$ cat src/sv/ppp_pkg.sv
`timescale 1ns / 1ps

package ppp_pkg;

   // Parser phases, one-hot.
   typedef enum logic [13:0] {
      PH_START      = 14'b00_0000_0000_0001,
      PH_NAME       = 14'b00_0000_0000_0010,
      PH_UIDX_FIRST = 14'b00_0000_0000_0100,
      PH_UIDX_DIG   = 14'b00_0000_0000_1000,
      PH_AFTER      = 14'b00_0000_0001_0000,
      PH_TYPE_FIRST = 14'b00_0000_0010_0000,
      PH_TYPE       = 14'b00_0000_0100_0000,
      PH_PROP_FIRST = 14'b00_0000_1000_0000,
      PH_PROP       = 14'b00_0001_0000_0000,
      PH_CLOSED     = 14'b00_0010_0000_0000,
      PH_TIDX_FIRST = 14'b00_0100_0000_0000,
      PH_TIDX_DIG   = 14'b00_1000_0000_0000,
      PH_NEED_CLOSE = 14'b01_0000_0000_0000,
      PH_ERROR      = 14'b10_0000_0000_0000
   } phase_type;

   // Role tags of a byte.
   localparam logic [2:0] ROLE_NONE    = 3'd0;
   localparam logic [2:0] ROLE_TYPE    = 3'd1;
   localparam logic [2:0] ROLE_PROP    = 3'd2;
   localparam logic [2:0] ROLE_DIGIT   = 3'd3;
   localparam logic [2:0] ROLE_BRACKET = 3'd4;
   localparam logic [2:0] ROLE_SEP     = 3'd5;

   // Path status codes.
   localparam logic [1:0] ST_PARSING   = 2'd0;
   localparam logic [1:0] ST_COMPLETED = 2'd1;
   localparam logic [1:0] ST_ERROR     = 2'd2;
   localparam logic [1:0] ST_NOT_FOUND = 2'd3;

   // Characters of the path grammar.
   localparam logic [7:0] CH_UNDERSCORE = 8'h5F;
   localparam logic [7:0] CH_LOWER_A    = 8'h61;
   localparam logic [7:0] CH_LOWER_Z    = 8'h7A;
   localparam logic [7:0] CH_UPPER_A    = 8'h41;
   localparam logic [7:0] CH_UPPER_Z    = 8'h5A;
   localparam logic [7:0] CH_LBRACKET   = 8'h5B;
   localparam logic [7:0] CH_RBRACKET   = 8'h5D;
   localparam logic [7:0] CH_LPAREN     = 8'h28;
   localparam logic [7:0] CH_RPAREN     = 8'h29;
   localparam logic [7:0] CH_DOT        = 8'h2E;
   localparam logic [7:0] CH_ZERO       = 8'h30;
   localparam logic [7:0] CH_NINE       = 8'h39;

   // Decoded action for one byte, passed from the step decoder to the top level.
   typedef struct packed {
      phase_type  phase;
      logic [2:0] role;
      logic       done;
      logic       set_paren;
      logic       start_idx;
      logic       add_dig;
      logic       next_comp;
   } step_type;

endpackage

$ cat src/sv/ppp_step.sv
`timescale 1ns / 1ps

module ppp_step (
   input  ppp_pkg::phase_type phase,
   input  logic               paren_closed,
   input  logic [7:0]         ch,
   output ppp_pkg::step_type  step
);
   import ppp_pkg::*;

   logic is_ident;
   logic is_digit;

   assign is_ident = ch inside {CH_UNDERSCORE, [CH_LOWER_A:CH_LOWER_Z], [CH_UPPER_A:CH_UPPER_Z]};
   assign is_digit = ch inside {[CH_ZERO:CH_NINE]};

   // A byte that matches nothing below sends the path to the error phase.
   always_comb begin
      step       = '0;
      step.phase = PH_ERROR;
      step.role  = ROLE_NONE;
      case (phase)
         PH_START: begin
            if (ch == CH_LPAREN) begin
               step.role  = ROLE_BRACKET;
               step.phase = PH_TYPE_FIRST;
            end else if (is_ident) begin
               step.role  = ROLE_PROP;
               step.phase = PH_NAME;
            end
         end
         PH_NAME: begin
            if (is_ident) begin
               step.role  = ROLE_PROP;
               step.phase = PH_NAME;
            end else if (ch == CH_LBRACKET) begin
               step.role      = ROLE_BRACKET;
               step.start_idx = 1'b1;
               step.phase     = PH_UIDX_FIRST;
            end else if (ch == CH_DOT) begin
               step.role      = ROLE_SEP;
               step.next_comp = 1'b1;
               step.phase     = PH_START;
            end
         end
         PH_UIDX_FIRST, PH_TIDX_FIRST: begin
            if (is_digit) begin
               step.role    = ROLE_DIGIT;
               step.add_dig = 1'b1;
               step.phase   = (phase == PH_UIDX_FIRST) ? PH_UIDX_DIG : PH_TIDX_DIG;
            end
         end
         PH_UIDX_DIG, PH_TIDX_DIG: begin
            if (is_digit) begin
               step.role    = ROLE_DIGIT;
               step.add_dig = 1'b1;
               step.phase   = phase;
            end else if (ch == CH_RBRACKET) begin
               step.role  = ROLE_BRACKET;
               step.done  = 1'b1;
               step.phase = (phase == PH_UIDX_DIG || paren_closed) ? PH_AFTER : PH_NEED_CLOSE;
            end
         end
         PH_AFTER, PH_CLOSED: begin
            if (ch == CH_DOT) begin
               step.role      = ROLE_SEP;
               step.next_comp = 1'b1;
               step.phase     = PH_START;
            end else if (phase == PH_CLOSED && ch == CH_LBRACKET) begin
               step.role      = ROLE_BRACKET;
               step.start_idx = 1'b1;
               step.phase     = PH_TIDX_FIRST;
            end
         end
         PH_TYPE_FIRST: begin
            if (is_ident) begin
               step.role  = ROLE_TYPE;
               step.phase = PH_TYPE;
            end
         end
         PH_TYPE: begin
            if (is_ident) begin
               step.role  = ROLE_TYPE;
               step.phase = PH_TYPE;
            end else if (ch == CH_DOT) begin
               step.role  = ROLE_SEP;
               step.phase = PH_PROP_FIRST;
            end
         end
         PH_PROP_FIRST: begin
            if (is_ident) begin
               step.role  = ROLE_PROP;
               step.phase = PH_PROP;
            end
         end
         PH_PROP: begin
            if (is_ident) begin
               step.role  = ROLE_PROP;
               step.phase = PH_PROP;
            end else if (ch == CH_RPAREN) begin
               step.role      = ROLE_BRACKET;
               step.set_paren = 1'b1;
               step.phase     = PH_CLOSED;
            end else if (ch == CH_LBRACKET) begin
               step.role      = ROLE_BRACKET;
               step.start_idx = 1'b1;
               step.phase     = PH_TIDX_FIRST;
            end
         end
         PH_NEED_CLOSE: begin
            if (ch == CH_RPAREN) begin
               step.role      = ROLE_BRACKET;
               step.set_paren = 1'b1;
               step.phase     = PH_AFTER;
            end
         end
         default: begin
            step.phase = PH_ERROR;
         end
      endcase
   end

endmodule

$ cat src/sv/property_path_parser_unit.sv
`timescale 1ns / 1ps

// Property path parser: checks a dotted property path one byte per word.
//
// Request channel (req_*): one path byte per word with a last flag, or a
// word with req_empty_req set that stands for a whole empty path. Response
// channel (rsp_*): exactly one word per request word, in order, giving the
// byte's role, the component number, the running index value, the index
// flags and, on the last byte, the final status of the path.
//
// A request word, once accepted, sits in the input register, where the byte
// decode works on it, and moves on into the response register as soon as
// that is free. Throughput is one word per cycle while the receiver does not
// stall; the parse state is updated at the same edge that loads the
// response, so consecutive bytes follow each other without a gap.
//
// When the receiver stalls, the response register holds its word and the
// input register may still take one more request word; only then does
// req_stall rise. Synchronous reset empties both registers and returns the
// parse state to the start of the first component of a fresh path.
module property_path_parser_unit #(
   parameter int INDEX_BITS = 32,
   parameter int COUNT_BITS = 8
) (
   input  logic        clock,
   input  logic        reset,
   input  logic        req_valid,
   output logic        req_stall,
   input  logic [7:0]  req_ch,
   input  logic        req_last,
   input  logic        req_empty_req,
   output logic        rsp_valid,
   input  logic        rsp_stall,
   output logic [2:0]  rsp_role,
   output logic [7:0]  rsp_component_number,
   output logic [31:0] rsp_index_value,
   output logic        rsp_index_done,
   output logic        rsp_index_overflow,
   output logic        rsp_final_res,
   output logic [1:0]  rsp_status
);
   import ppp_pkg::*;

   // Input register.
   logic       in_valid_ff, in_valid_in;
   logic [7:0] in_ch_ff;
   logic       in_last_ff;
   logic       in_empty_ff;

   // Parse state.
   phase_type             phase_ff, phase_in;
   logic [COUNT_BITS-1:0] count_ff, count_in;
   logic [INDEX_BITS-1:0] acc_ff, acc_in;
   logic                  paren_ff, paren_in;
   logic                  ovf_ff, ovf_in;

   // Response register.
   logic        out_valid_ff, out_valid_in;
   logic [2:0]  out_role_ff;
   logic [7:0]  out_count_ff;
   logic [31:0] out_index_ff;
   logic        out_done_ff;
   logic        out_ovf_ff;
   logic        out_final_ff;
   logic [1:0]  out_status_ff;

   logic        req_take;
   logic        out_free;
   logic        load;
   step_type    step;

   // Working values of this byte, before the end-of-path reset.
   logic [COUNT_BITS-1:0] count_step;
   logic [INDEX_BITS-1:0] acc_step;
   logic                  ovf_step;
   logic                  paren_step;
   logic [INDEX_BITS+3:0] acc_times_ten;
   logic [3:0]            digit;
   logic                  acc_sat;
   logic [7:0]            count_shown;
   logic [31:0]           index_shown;
   logic [1:0]            status_word;

   // The response register frees up when it is empty or being read this cycle.
   assign out_free  = !out_valid_ff || !rsp_stall;
   assign load      = in_valid_ff && out_free;
   assign req_stall = in_valid_ff && !out_free;
   assign req_take  = req_valid && !req_stall;

   assign in_valid_in  = req_take ? 1'b1 : (load ? 1'b0 : in_valid_ff);
   assign out_valid_in = load ? 1'b1 : (out_free ? 1'b0 : out_valid_ff);

   ppp_step u_step (
      .phase        (phase_ff),
      .paren_closed (paren_ff),
      .ch           (in_ch_ff),
      .step         (step)
   );

   // Index accumulate: acc * 10 + digit in a widened word; anything in the
   // top four bits means the index no longer fits and it saturates.
   assign digit         = 4'(in_ch_ff - CH_ZERO);
   assign acc_times_ten = ({4'b0, acc_ff} << 3) + ({4'b0, acc_ff} << 1)
                          + (INDEX_BITS+4)'(digit);
   assign acc_sat       = |acc_times_ten[INDEX_BITS+3:INDEX_BITS];

   always_comb begin
      count_step = count_ff;
      acc_step   = acc_ff;
      ovf_step   = ovf_ff;
      paren_step = paren_ff | step.set_paren;
      if (step.next_comp) begin
         // A separator opens the next component with a clean index.
         if (count_ff != '1) begin
            count_step = count_ff + 1'b1;
         end
         acc_step   = '0;
         ovf_step   = 1'b0;
         paren_step = 1'b0;
      end else if (step.start_idx) begin
         acc_step = '0;
         ovf_step = 1'b0;
      end else if (step.add_dig) begin
         if (acc_sat) begin
            acc_step = '1;
            ovf_step = 1'b1;
         end else begin
            acc_step = acc_times_ten[INDEX_BITS-1:0];
         end
      end
   end

   // The response fields are fixed in width; wider internal counts are
   // shown capped at the field's maximum.
   generate
      if (COUNT_BITS > 8) begin : g_count_cap
         assign count_shown = (|count_step[COUNT_BITS-1:8]) ? 8'hFF : count_step[7:0];
      end else begin : g_count_ext
         assign count_shown = 8'(count_step);
      end
      if (INDEX_BITS > 32) begin : g_index_cap
         assign index_shown = (|acc_step[INDEX_BITS-1:32]) ? 32'hFFFF_FFFF : acc_step[31:0];
      end else begin : g_index_ext
         assign index_shown = 32'(acc_step);
      end
   endgenerate

   // A path may end after an identifier, a closed index or a typed form's ')'.
   always_comb begin
      if (!in_last_ff) begin
         status_word = ST_PARSING;
      end else if (step.phase == PH_NAME || step.phase == PH_AFTER
                   || step.phase == PH_CLOSED) begin
         status_word = ST_COMPLETED;
      end else begin
         status_word = ST_ERROR;
      end
   end

   // Next parse state. An empty-path word or the last byte of a path puts
   // everything back to the start of a fresh path.
   always_comb begin
      phase_in = phase_ff;
      count_in = count_ff;
      acc_in   = acc_ff;
      paren_in = paren_ff;
      ovf_in   = ovf_ff;
      if (load) begin
         if (in_empty_ff || in_last_ff) begin
            phase_in = PH_START;
            count_in = '0;
            acc_in   = '0;
            paren_in = 1'b0;
            ovf_in   = 1'b0;
         end else begin
            phase_in = step.phase;
            count_in = count_step;
            acc_in   = acc_step;
            paren_in = paren_step;
            ovf_in   = ovf_step;
         end
      end
   end

   always_ff @(posedge clock) begin
      if (reset) begin
         in_valid_ff  <= 1'b0;
         out_valid_ff <= 1'b0;
         phase_ff     <= PH_START;
         count_ff     <= '0;
         acc_ff       <= '0;
         paren_ff     <= 1'b0;
         ovf_ff       <= 1'b0;
      end else begin
         in_valid_ff  <= in_valid_in;
         out_valid_ff <= out_valid_in;
         phase_ff     <= phase_in;
         count_ff     <= count_in;
         acc_ff       <= acc_in;
         paren_ff     <= paren_in;
         ovf_ff       <= ovf_in;
      end
   end

   always_ff @(posedge clock) begin
      if (req_take) begin
         in_ch_ff    <= req_ch;
         in_last_ff  <= req_last;
         in_empty_ff <= req_empty_req;
      end
   end

   always_ff @(posedge clock) begin
      if (load) begin
         if (in_empty_ff) begin
            out_role_ff   <= ROLE_NONE;
            out_count_ff  <= '0;
            out_index_ff  <= '0;
            out_done_ff   <= 1'b0;
            out_ovf_ff    <= 1'b0;
            out_final_ff  <= 1'b1;
            out_status_ff <= ST_NOT_FOUND;
         end else begin
            out_role_ff   <= step.role;
            out_count_ff  <= count_shown;
            out_index_ff  <= index_shown;
            out_done_ff   <= step.done;
            out_ovf_ff    <= ovf_step;
            out_final_ff  <= in_last_ff;
            out_status_ff <= status_word;
         end
      end
   end

   assign rsp_valid            = out_valid_ff;
   assign rsp_role             = out_role_ff;
   assign rsp_component_number = out_count_ff;
   assign rsp_index_value      = out_index_ff;
   assign rsp_index_done       = out_done_ff;
   assign rsp_index_overflow   = out_ovf_ff;
   assign rsp_final_res        = out_final_ff;
   assign rsp_status           = out_status_ff;

`ifndef SYNTHESIS
   // Only the last byte of a path carries a final status.
   a_status_final : assert property (@(posedge clock) disable iff (reset)
      out_valid_ff && !out_final_ff |-> out_status_ff == ST_PARSING)
      else $error("status reported on a byte that is not last");

   a_final_status : assert property (@(posedge clock) disable iff (reset)
      out_valid_ff && out_final_ff |-> out_status_ff != ST_PARSING)
      else $error("last byte without a final status");

   // A closed index is always reported on a bracket.
   a_done_bracket : assert property (@(posedge clock) disable iff (reset)
      out_valid_ff && out_done_ff |-> out_role_ff == ROLE_BRACKET)
      else $error("index closed on a byte that is not a bracket");

   // After the end of a path the parse state is back at its start.
   a_path_reset : assert property (@(posedge clock) disable iff (reset)
      load && (in_last_ff || in_empty_ff) |=>
         phase_ff == PH_START && count_ff == '0 && acc_ff == '0 && !ovf_ff)
      else $error("parse state not cleared at the end of a path");

   // The empty-path answer carries no component information.
   a_not_found : assert property (@(posedge clock) disable iff (reset)
      out_valid_ff && out_status_ff == ST_NOT_FOUND |->
         out_role_ff == ROLE_NONE && out_count_ff == 8'd0 && out_final_ff)
      else $error("malformed empty-path response");
`endif

endmodule

$ cat config.mk
export PLATFORM = sky130hd
export DESIGN_NAME = property_path_parser_unit
export DESIGN_NICKNAME = d
export VERILOG_FILES = /design/src/sv/ppp_pkg.sv /design/src/sv/ppp_step.sv /design/src/sv/property_path_parser_unit.sv
export SDC_FILE = /design/constraint.sdc
export NUM_CORES = 1
export LEC_CHECK = 0
export BUFFER_PORTS_ARGS = -buffer_cell sky130_fd_sc_hd__buf_2
export CORE_MARGIN = 5
export CORE_UTILIZATION = 45
export CTS_CLUSTER_DIAMETER = 60
export DETAILED_ROUTE_END_ITERATION = 8
export PLACE_DENSITY = 0.67
export SYNTH_ARGS = -nofsm -noshare
export SYNTH_HDL_FRONTEND = slang
export SYNTH_SLANG_ARGS = --single-unit
$ cat constraint.sdc
create_clock -name clock -period 5.7 [get_ports clock]
set_clock_uncertainty 0.1 [all_clocks]
set_input_delay 0.855 -clock clock [delete_from_list [all_inputs] [get_ports clock]]
set_output_delay 0.855 -clock clock [all_outputs]
set_load 0.03 [all_outputs]
==> summary.md, run 1 <==
| Metric | Value |
|---|---|
| Sequential share of the synthesized area | 0.391 |
| CTS root buffer | clkbuf_16 |
| Final WL | about 19000 um |
| Worst setup margin | ~1600 ps |
| Worst slew margin | 0.288 |
| CTS Buf Count | 17 |
| Initial antenna violation count | 0 |
| R2r worst-path depth | 12 |
| Post-route insts no fill | approximately 1100 |
| CTS Buffer Depth | 2 |
| Outcome | complete, no violations |
| Startpoint Class | register |
| Yosys synthesis warning count | 0 |
| Worst skew pair latency | 420 ps |
| Row Count | between 40 and 50 |
| IR drop worst, VDD | about 210 uV |
| Synth unique cells | 65 |
| Syn avg cell area | between 8 and 9 sq um |
| H-tree depth | 4 |
| End of the worst register-to-register path | acc_ff[9] |
| Worst hold path depth | 2 |
| Core area | between 15000 and 20000 sq um |
| Maxcap violations | 0 |
| Setup CP Type | register to register |
| CTS sink cnt | about 120 |
| Endpoints failing setup | 0 |
| Synth Flop Type | edfxtp_1 |
| Final GP Congestion | between 0.9 and 1 |
| Nets | around 960 |
| WHS Endpoint | rsp_valid |
| DP Worst Slack | 1560 ps |
| Grt met2 use | 0.323 |
| Drt first pass iters | 8 |
| Via count | approximately 6600 |
| Layout cell share with drive strength beyond 1 | 0.135 |
| Worst path max stage delay | between 600 and 700 ps |
| Dpl cells | roughly 1100 |
| Flop2flop setup slack | about 1600 ps |
| Period utilization | 0.727 |
| Final Max Slew Viols | 0 |
| Die W | roughly 140 um |
| Avg Vias per Cell | between 5 and 6 |
| Critical Path RT | 5850 ps |
| Slowest CP cell | nand2b_2 |
| Fin. Hold Viols | 0 |
| Worst path arrival time | between 4000 and 5000 ps |
| # resized after CTS | 0 |
| Worst-path cell chain | fa_1 > inv_1 > fa_1 > nand2b_1 > a21oi_1 > o41a_1 > a211oi_2 > nor4_1 > o211ai_1 > a211oi_4 > nand2b_2 > o211ai_1 |
| Worst path top cell family by delay | compound AO/OA/AOI/OAI gates |
| Sum Neg Setup Slack | 0 ps |
| CP max FO | 31 |
| Max Fclk | 0.241 GHz |
| Busiest layer in global routing | met2 |
| Initial DRC count | between 400 and 500 |
| Syn_nets | approximately 920 |
| Clk slew on worst S/H paths | 50 ps |
| Hold_buf cts | 0 |
| Global-route wire length before repair | between 30000 and 40000 um |
| # IOs | 64 |
| Power Total | between 0.002 and 0.0025 W |
| DRC Markers | 0 |
| Worst Hold Class | register to register |
| Met1 Usage GRT | 0.258 |
| Initial Util | 0.453 |
| Post-CTS Setup Bufs | 0 |
| Detail Route Antenna Nets | 0 |
| Hold Startpoint | in_valid_ff |
| Die area | 19200 sq um |
| P per Cell Area | 251 nW/um^2 |
| All-Layer GR Usage | 0.195 |
| Grt ovf | 0 |
| Post-DP HPWL | about 13000 um |
| Port bufs | 63 |
| WL per Instance | roughly 17 um |
| Final min period | a little over 4000 ps |
| Leak | 3.56 nW |
| Slew @ Worst Pin | 1070 ps |
| Post-synth EDFFs | 58 |
| Asr flop ratio synth | 0 |
| Worst r2r src | in_ch_ff[3] |
| Synth Cell Area | roughly 7400 sq um |
| RSZ-0062 raised after global routing | no |
| Sum of buffers and inverters on the critical path | 1 |
| Area Growth Syn to Fin | 14.7% |
| GR Layer Usage met3 | 0.0376 |
| Yosys reg bits | roughly 120 |
| Worst setup EP type | register |
| Gate Count Post-Synth | approximately 840 |
| Die height | around 140 um |
| Vias in the first global route | 6108 |
| Antenna Cells | 0 |
| Pin count of the biggest net entering global routing | between 60 and 70 |
| CTS tree | built |
cell type report:
cell class	instances	area, sq um
flip-flops and latches	116	2900
clock buffers	22	464
repair buffers	69	360
clock inverters	10	154
fillers	1564	7890
multi-input cells	667	4310
well taps	220	275
inverters	13	48.8
worst min-delay path, stage by stage (launching register included):
cell and delay [ps]:
dfxtp_1 340, a21oi_1 50, nor2_1 70
sequential cells by signal, indices dropped and copies added (netlist names):
signal / cells
in_empty_ff: 1
count_ff: 8
rsp_final_res: 1
rsp_role: 3
paren_ff: 1
rsp_index_value: 32
in_last_ff: 1
rsp_valid: 1
rsp_index_overflow: 1
ovf_ff: 1
in_ch_ff: 8
rsp_index_done: 1
in_valid_ff: 1
acc_ff: 32
rsp_status: 2
phase_ff: 14
rsp_component_number: 8
cells in the final DEF, fill, tap and decap left out, types with 12 or more instances in the layout:
master,Yosys,routed
a21oi_1,73,72
nand4_1,12,12
ha_1,64,64
xnor2_1,22,22
dfxtp_1,58,58
a22oi_1,24,24
o211ai_1,22,22
o21ai_0,74,74
nand2_1,77,77
nor3_1,17,15
clkbuf_16,0,17
nand3_1,21,21
xor2_1,14,14
a31oi_1,19,19
buf_2,9,63
edfxtp_1,58,58
nor2_1,94,94
synthesized netlist by cell type (all sizes together) (9+ instances only):
| master | number | share of area |
|---|---|---|
| edfxtp | 58 | 0.23 |
| xor2 | 14 | 0.017 |
| nand2b | 12 | 0.010 |
| o21a | 10 | 0.010 |
| clkbuf | 28 | 0.014 |
| ha | 64 | 0.11 |
| a21oi | 75 | 0.052 |
| o211ai | 22 | 0.022 |
| nor2 | 94 | 0.047 |
| nand3 | 21 | 0.014 |
| nand2 | 77 | 0.039 |
| a21o | 10 | 0.010 |
| xnor2 | 22 | 0.026 |
| buf | 13 | 0.0096 |
| inv | 12 | 0.0061 |
| a211oi | 10 | 0.013 |
| a31oi | 19 | 0.016 |
| nor3 | 19 | 0.015 |
| dfxtp | 58 | 0.16 |
| o21ai | 75 | 0.051 |
| or3 | 9 | 0.0083 |
| nor2b | 9 | 0.0076 |
| nand4 | 12 | 0.010 |
| a22oi | 24 | 0.024 |
metrics by stage:
| step | util | hold WS [ps] | area (sq um) |
|---|---|---|---|
| global route | 0.519 | 407 | 8520 |
| floorplan | - | 346 | 7430 |
| finish | 0.519 | 394 | 8520 |
| global placement | 0.482 | 369 | 7900 |
| CTS | 0.519 | 394 | 8520 |
| detailed placement | 0.482 | 382 | 7900 |
power by group:
part	internal [W]	switching (W)
registers	0.000896	0.0000118
clock network	0.000750	0.000376
logic	0.0000256	0.0000822
worst max-delay path by stage:
stage	from	to	slack (ps)	cells past startpoint
2_1_floorplan	in_ch_ff[3]	rsp_index_value[10]	2110	12
3_3_place_gp	in_ch_ff[3]	acc_ff[3]	1650	12
3_5_place_dp	in_ch_ff[3]	acc_ff[9]	1560	12
4_1_cts	in_ch_ff[3]	acc_ff[12]	1530	12
5_1_grt	in_ch_ff[3]	acc_ff[15]	1270	12
6_report	in_ch_ff[3]	acc_ff[9]	1550	12
cell families (layout without fill, tap and decap cells):
group / Yosys count / in the layout / share of synthesized area
buf+inv: 54 / 114 / 0.0303
flops: 116 / 116 / 0.391
simple gates: 296 / 296 / 0.196
xor+xnor: 36 / 36 / 0.0424
fa+ha+maj: 66 / 66 / 0.113
compound gates: 265 / 265 / 0.221
mux: 4 / 4 / 0.00556
per-layer routing:
layer  up-vias  wire, um
li1       3208         -
met1      3162      8650
met2       171      8970
met3        24       899
met4         0       308
met5         -         0
Power figures use the tool's default switching activity.
==> inputs of run 2 (changes only) <==
--- a/config.mk
+++ b/config.mk
@@ -10,7 +10,7 @@
 export CORE_UTILIZATION = 45
 export CTS_CLUSTER_DIAMETER = 60
 export DETAILED_ROUTE_END_ITERATION = 8
-export PLACE_DENSITY = 0.67
+export PLACE_DENSITY = 0.69
 export SYNTH_ARGS = -nofsm -noshare
 export SYNTH_HDL_FRONTEND = slang
 export SYNTH_SLANG_ARGS = --single-unit
==> constraint.sdc (replaced) <==
create_clock -name clock -period 3.75 [get_ports clock]
set_clock_uncertainty 0.1 [all_clocks]
set_input_delay 0.5625 -clock clock [delete_from_list [all_inputs] [get_ports clock]]
set_output_delay 0.5625 -clock clock [all_outputs]
set_load 0.03 [all_outputs]
==> run 2 against run 1 <==
  * Setup slack lost 1400 ps
  * Critical path type unchanged
  * Power grew 57%
  * Sequential power grew 51%
  * Non-clock buffer count grew 24
  * Global-route usage grew 0.81 points
  * Highest routed layer unchanged
  * Sequential share of layout area shrank 1.2 points
==> summary.md, run 2 (synthesis results as in run 1) <==
| Metric | Value |
|---|---|
| Post-DP HPWL | 13500 um (was 13200 um) |
| Startpoint Class | register (unchanged) |
| IR drop worst, VDD | 306 uV (was 208 uV) |
| Worst skew pair latency | 430 ps (was 420 ps) |
| Nets | 988 (was 964) |
| CTS root buffer | clkbuf_16 (unchanged) |
| Worst path max stage delay | 400 ps (was 620 ps) |
| Die W | 138 um (unchanged) |
| RSZ-0062 raised after global routing | no (unchanged) |
| Global-route wire length before repair | 32100 um (was 31100 um) |
| Final min period | 3610 ps (was 4150 ps) |
| Port bufs | 63 (unchanged) |
| Maxcap violations | 0 (unchanged) |
| Final Max Slew Viols | 0 (unchanged) |
| Worst setup EP type | register (unchanged) |
| # IOs | 64 (unchanged) |
| CTS Buffer Depth | 2 (unchanged) |
| Worst Hold Class | input port to register (was register to register) |
| Avg Vias per Cell | 5.82 (was 5.88) |
| Endpoints failing setup | 0 (unchanged) |
| Worst path arrival time | 3690 ps (was 4300 ps) |
| Int Pwr | 0.00259 W (was 0.00167 W) |
| Final WL | 19400 um (was 18800 um) |
| Final GP Congestion | 0.924 (was 0.942) |
| Slowest CP cell | edfxtp_1 (was nand2b_2) |
| Setup CP Type | register to register (unchanged) |
| Logic pwr share | 0.053 (was 0.050) |
| Outcome | complete, no violations (unchanged) |
| Drt first pass iters | 5 (was 8) |
| Most frequent cells in the layout | nor2_1 (94), nand2_1 (77), o21ai_0 (74) (unchanged) |
| CTS tree | built (unchanged) |
| Area Growth Syn to Fin | 19.0% (was 14.7%) |
| CTS Buf Count | 17 (unchanged) |
| Critical Path RT | 3830 ps (was 5850 ps) |
| Die area | 19200 sq um (unchanged) |
| Vias in the first global route | 6380 (was 6108) |
| Clk pwr share | 0.539 (was 0.526) |
| Sum Neg Setup Slack | 0 ps (unchanged) |
| H-tree depth | 4 (unchanged) |
| Period utilization | 0.962 (was 0.727) |
| Switching Fraction | 0.229 (was 0.219) |
| Grt ovf | 0 (unchanged) |
| Initial Util | 0.453 (unchanged) |
| Pin count of the biggest net entering global routing | 62 (unchanged) |
| Layout cell share with drive strength beyond 1 | 0.169 (was 0.135) |
| Area after DPL | 8080 sq um (was 7900 sq um) |
| Commonest non-fill, non-tap cell in the layout | nor2_1 (unchanged) |
| CTS sink cnt | 116 (unchanged) |
| Worst-path cell chain | ha_1 > ha_1 > inv_1 > fa_2 > nand2b_4 > a21oi_4 > o41a_1 > a211oi_2 > nor4_2 > or3_4 > a211oi_4 > buf_6 > buf_6 > nor2_1 > o21a_1 (was fa_1 > inv_1 > fa_1 > nand2b_1 > a21oi_1 > o41a_1 > a211oi_2 > nor4_1 > o211ai_1 > a211oi_4 > nand2b_2 > o211ai_1) |
| Detail Route Antenna Nets | 0 (unchanged) |
| Psw | 0.000770 W (was 0.000470 W) |
| Worst slew margin | 0.328 (was 0.288) |
| Max Fclk | 0.277 GHz (was 0.241 GHz) |
| Clk slew on worst S/H paths | 60 ps (was 50 ps) |
| Worst path top cell family by delay | compound AO/OA/AOI/OAI gates (unchanged) |
| WL per Instance | 17.0 um (was 16.9 um) |
| Core area | 16400 sq um (unchanged) |
| Fin area | 8840 sq um (was 8520 sq um) |
| All-Layer GR Usage | 0.203 (was 0.195) |
| Antenna Cells | 0 (unchanged) |
| DRC Markers | 0 (unchanged) |
| Reg power frac | 0.409 (was 0.424) |
| Initial DRC count | 554 (was 473) |
| Row Count | 47 (unchanged) |
| Leak | 3.74 nW (was 3.56 nW) |
| Sum of buffers and inverters on the critical path | 3 (was 1) |
| Fin. Hold Viols | 0 (unchanged) |
| Initial antenna violation count | 0 (unchanged) |
| Via count | 6643 (was 6565) |
| Die height | 138 um (unchanged) |
| Filler instances | 1459 (was 1564) |
| CP max FO | 5 (was 31) |
| P per Cell Area | 380 nW/um^2 (was 251 nW/um^2) |
| Slew @ Worst Pin | 1010 ps (was 1070 ps) |
run 2: cell types whose count changed in the layout (fill, tap and decap cells not counted), sizes merged:
cell,change
inv,+3
buf,+23
clkbuf,-4
clkinv,+1
bufinv,+1
run 2: per-stage QoR:
stage	hold slack, ps	power, W	std cells	setup WS, ps	util
6_report	210	0.00336	1141	144	0.539
5_1_grt	189	0.00346	1141	2.20	0.539
4_1_cts	193	0.00338	1138	27.8	0.533
3_5_place_dp	368	0.00158	1106	-37.7	0.493
3_3_place_gp	369	0.00157	1106	80.3	0.493
2_1_floorplan	346	0.00151	837	160	-
run 2: power groups by stage:
| stage | Sequential [W] | Clock [W] | Combinational, W |
|---|---|---|---|
| 2_1_floorplan | 0.00145 | 0 | 0.0000657 |
| 3_3_place_gp | 0.00140 | 0 | 0.000176 |
| 3_5_place_dp | 0.00140 | 0 | 0.000177 |
| 4_1_cts | 0.00137 | 0.00183 | 0.000177 |
| 5_1_grt | 0.00138 | 0.00189 | 0.000191 |
| 6_report | 0.00137 | 0.00181 | 0.000177 |
run 2: final cells by class:
class                           count  area, sq um  share of cell area
Timing Repair Buffer               93          604              0.0684
Clock inverter                     15          228              0.0258
Multi-Input combinational cell    667         4350               0.492
Sequential cell                   116         2910               0.329
Clock buffer                       17          425              0.0481
Tap cell                          220          275              0.0311
Inverter                           13         48.8             0.00552
run 2: path summary, 6_finish.rpt:
check	start	end	slack [ps]	cells after the start
min	req_last	in_last_ff	210	1
max	in_ch_ff[2]	rsp_index_overflow	140	15
max reg2reg	in_ch_ff[2]	rsp_index_overflow	140	15
min reg2reg	phase_ff[13]	phase_ff[13]	380	2
run 2: layer usage:
layer | wire length [um] | part of all wire | track usage | up-vias
met5 | 0 | 0 | 0 | -
met4 | 462 | 0.024 | 0.0842 | 0
met3 | 1080 | 0.055 | 0.0401 | 43
met2 | 9270 | 0.48 | 0.333 | 219
met1 | 8640 | 0.44 | 0.262 | 3118
li1 | - | - | - | 3263
run 2: what timing repair did:
action / 4_1_cts / 5_1_grt
hold buffers: 0 / 0
gates cloned: 0 / 2
resized for setup: 1 / 14
endpoints found under the setup margin: 19 / 66
buffers inserted: 0 / 1
pin swaps: 0 / 6
run 2: worst reg2reg max path, stage by stage (launching register included):
cell and delay (ps):
edfxtp_1 400, ha_1 300, ha_1 240, inv_1 90
fa_2 230, nand2b_4 150, a21oi_4 60, o41a_1 380
a211oi_2 290, nor4_2 70, or3_4 340, a211oi_4 230
buf_6 160, buf_6 120, nor2_1 40, o21a_1 170
==> inputs of run 3 (changes only) <==
--- a/config.mk
+++ b/config.mk
@@ -6,11 +6,14 @@
 export NUM_CORES = 1
 export LEC_CHECK = 0
 export BUFFER_PORTS_ARGS = -buffer_cell sky130_fd_sc_hd__buf_2
+export CELL_PAD_IN_SITES_DETAIL_PLACEMENT = 1
+export CELL_PAD_IN_SITES_GLOBAL_PLACEMENT = 2
 export CORE_MARGIN = 5
-export CORE_UTILIZATION = 45
+export CORE_UTILIZATION = 34
 export CTS_CLUSTER_DIAMETER = 60
 export DETAILED_ROUTE_END_ITERATION = 8
-export PLACE_DENSITY = 0.69
+export PLACE_DENSITY = 0.81
+export REMOVE_ABC_BUFFERS = 1
 export SYNTH_ARGS = -nofsm -noshare
 export SYNTH_HDL_FRONTEND = slang
 export SYNTH_SLANG_ARGS = --single-unit
==> run 3 against run 2 <==
  * Hold slack better by 0.72 ps
  * Clock-buffer cell count grew 1
  * First-iteration DRC count shrank 34%
  * Combinational power barely moved
  * Clock power fell by 9%
  * Power fell by 4.9%
  * Critical path depth down 2
  * Via count increased by 0.96%
  * Routed wire length rose by 18%
  * Die area up 30%
  * Register-to-register slack got worse by 70 ps
  * Critical endpoint is now rsp_index_value[15]
  * Largest cell class unchanged
  * Largest power group unchanged
==> summary.md, run 3 (synthesis results as in run 1) <==
| Metric | Value |
|---|---|
| Outcome | complete, no violations (unchanged) |
| Nets | 1005 (was 988) |
| Endpoints failing setup | 0 (unchanged) |
| Drt first pass iters | 5 (unchanged) |
| Instance count on the critical path | 13 (was 15) |
| P per Cell Area | 355 nW/um^2 (was 380 nW/um^2) |
| Core area | 21700 sq um (was 16400 sq um) |
| Detail Route Antenna Nets | 0 (unchanged) |
| Commonest non-fill, non-tap cell in the layout | nor2_1 (unchanged) |
| Post-DP HPWL | 16400 um (was 13500 um) |
| Die area | 24900 sq um (was 19200 sq um) |
| Slowest CP cell | fa_1 (was edfxtp_1) |
| Worst setup EP type | register (unchanged) |
| Worst Hold Class | input port to register (unchanged) |
| CTS sink cnt | 116 (unchanged) |
| Worst path top cell family by delay | compound AO/OA/AOI/OAI gates (unchanged) |
| Clk slew on worst S/H paths | 60 ps (about the same) |
| Layout cell share with drive strength beyond 1 | 0.190 (was 0.169) |
| Setup CP Type | register to register (unchanged) |
| Final WL | 23000 um (was 19400 um) |
| Worst path arrival time | 3740 ps (was 3690 ps) |
| Final Max Slew Viols | 0 (unchanged) |
| Via count | 6707 (was 6643) |
| Period utilization | 0.982 (was 0.962) |
| Worst r2r src | in_ch_ff[3] (was in_ch_ff[2]) |
| DRC Markers | 0 (unchanged) |
| Final min period | 3680 ps (was 3610 ps) |
| Vias in the first global route | 6894 (was 6380) |
| Leak | 3.78 nW (was 3.74 nW) |
| Grt ovf | 0 (unchanged) |
| Initial DRC count | 364 (was 554) |
| Pin count of the biggest net entering global routing | 61 (was 62) |
| Worst slew margin | 0.402 (was 0.328) |
| CP max FO | 7 (was 5) |
| CP startpoint | in_ch_ff[3] (was in_ch_ff[2]) |
| Row Count | 54 (was 47) |
| Area Growth Syn to Fin | 21.0% (was 19.0%) |
| Initial Util | 0.343 (was 0.453) |
| Port bufs | 63 (unchanged) |
| Maxcap violations | 0 (unchanged) |
| WL per Instance | 18.9 um (was 17.0 um) |
| Antenna Cells | 0 (unchanged) |
| Dpl cells | 1181 (was 1106) |
| CTS Buf Count | 17 (unchanged) |
| Sum Neg Setup Slack | 0 ps (unchanged) |
| CTS Buffer Depth | 2 (unchanged) |
| Critical Path RT | 3810 ps (was 3830 ps) |
| Global-route wire length before repair | 37300 um (was 32100 um) |
| Hold Startpoint | req_ch[3] (was req_last) |
| Startpoint Class | register (unchanged) |
| Worst-path cell chain | fa_1 > inv_2 > fa_2 > nand2b_4 > a21oi_4 > o41a_1 > a211oi_2 > nor4_2 > or3_4 > a211oi_4 > buf_4 > buf_8 > a31oi_1 (was ha_1 > ha_1 > inv_1 > fa_2 > nand2b_4 > a21oi_4 > o41a_1 > a211oi_2 > nor4_2 > or3_4 > a211oi_4 > buf_6 > buf_6 > nor2_1 > o21a_1) |
| Slew @ Worst Pin | 896 ps (was 1010 ps) |
| All-Layer GR Usage | 0.188 (was 0.203) |
| Avg Vias per Cell | 5.51 (was 5.82) |
| Hold_buf cts | 0 (unchanged) |
| Initial antenna violation count | 0 (unchanged) |
| Worst skew pair latency | 430 ps (about the same) |
| R2r worst-path depth | 13 (was 15) |
| CTS root buffer | clkbuf_16 (unchanged) |
| Post-route insts no fill | 1218 (was 1141) |
| H-tree depth | 4 (unchanged) |
| Most frequent cells in the layout | nor2_1 (94), nand2_1 (77), o21ai_0 (72) (was nor2_1 (94), nand2_1 (77), o21ai_0 (74)) |
| Max Fclk | 0.272 GHz (was 0.277 GHz) |
| Worst hold path depth | 1 (unchanged) |
| Final GP Congestion | 0.863 (was 0.924) |
| Sum of buffers and inverters on the critical path | 3 (unchanged) |
| # IOs | 64 (unchanged) |
| IR drop worst, VDD | 269 uV (was 306 uV) |
| Fin. Hold Viols | 0 (unchanged) |
| Die height | 158 um (was 138 um) |
| CTS tree | built (unchanged) |
| RSZ-0062 raised after global routing | yes (was no) |
| Die W | 158 um (was 138 um) |
| Worst path max stage delay | 540 ps (was 400 ps) |
[run 3: cell count changes in the layout (fill, tap and decap cells not counted), sizes merged]
cell,previous run,this run
clkinvlp,2,4
clkbuf,18,19
bufinv,5,2
buf,92,109
[run 3: metrics by stage]
step	util	total power [W]	setup slack, ps	hold slack, ps	instance area [sq um]
6_report	0.415	0.00320	69.4	211	8990
3_3_place_gp	0.381	0.00158	71.7	366	8270
3_5_place_dp	0.381	0.00158	-20.5	380	8270
2_1_floorplan	-	0.00150	-545	338	7250
4_1_cts	0.409	0.00322	3.54	195	8860
5_1_grt	0.415	0.00330	-128	194	8990
[run 3: area by class of cell]
| cell class | count | area [sq um] |
|---|---|---|
| Timing Repair Buffer | 110 | 733 |
| Tap cell | 280 | 350 |
| Clock inverter | 14 | 153 |
| Multi-Input combinational cell | 667 | 4370 |
| Clock buffer | 18 | 429 |
| Inverter | 13 | 48.8 |
| Fill cell | 2525 | 12700 |
| Sequential cell | 116 | 2900 |
[run 3: metal layers]
| layer | track usage | up-vias | wire length (um) |
|---|---|---|---|
| li1 | - | 3287 | - |
| met1 | 0.248 | 3298 | 10900 |
| met2 | 0.323 | 96 | 11200 |
| met3 | 0.0257 | 26 | 585 |
| met4 | 0.0533 | 0 | 362 |
| met5 | 0 | - | 0 |
[run 3: repair_timing]
item | in CTS | in global routing
endpoints found under the setup margin | 29 | 66
gates cloned | 0 | 1
resized for setup | 2 | 21
pin swaps | 2 | 11
setup buffers | 0 | 4
[run 3: final timing paths]
path | to | slack (ps)
worst min-delay path | in_ch_ff[3] | 210
worst min register to register | phase_ff[13] | 380
worst max register to register | rsp_index_value[15] | 70
worst max-delay path | rsp_index_value[15] | 70
[run 3: where the power goes]
group | switching [W] | internal [W] | total, W
combinational | 0.000133 | 0.0000453 | 0.000179
sequential | 0.0000168 | 0.00136 | 0.00138
clock | 0.000656 | 0.000983 | 0.00164
total | 0.000807 | 0.00239 | 0.00320
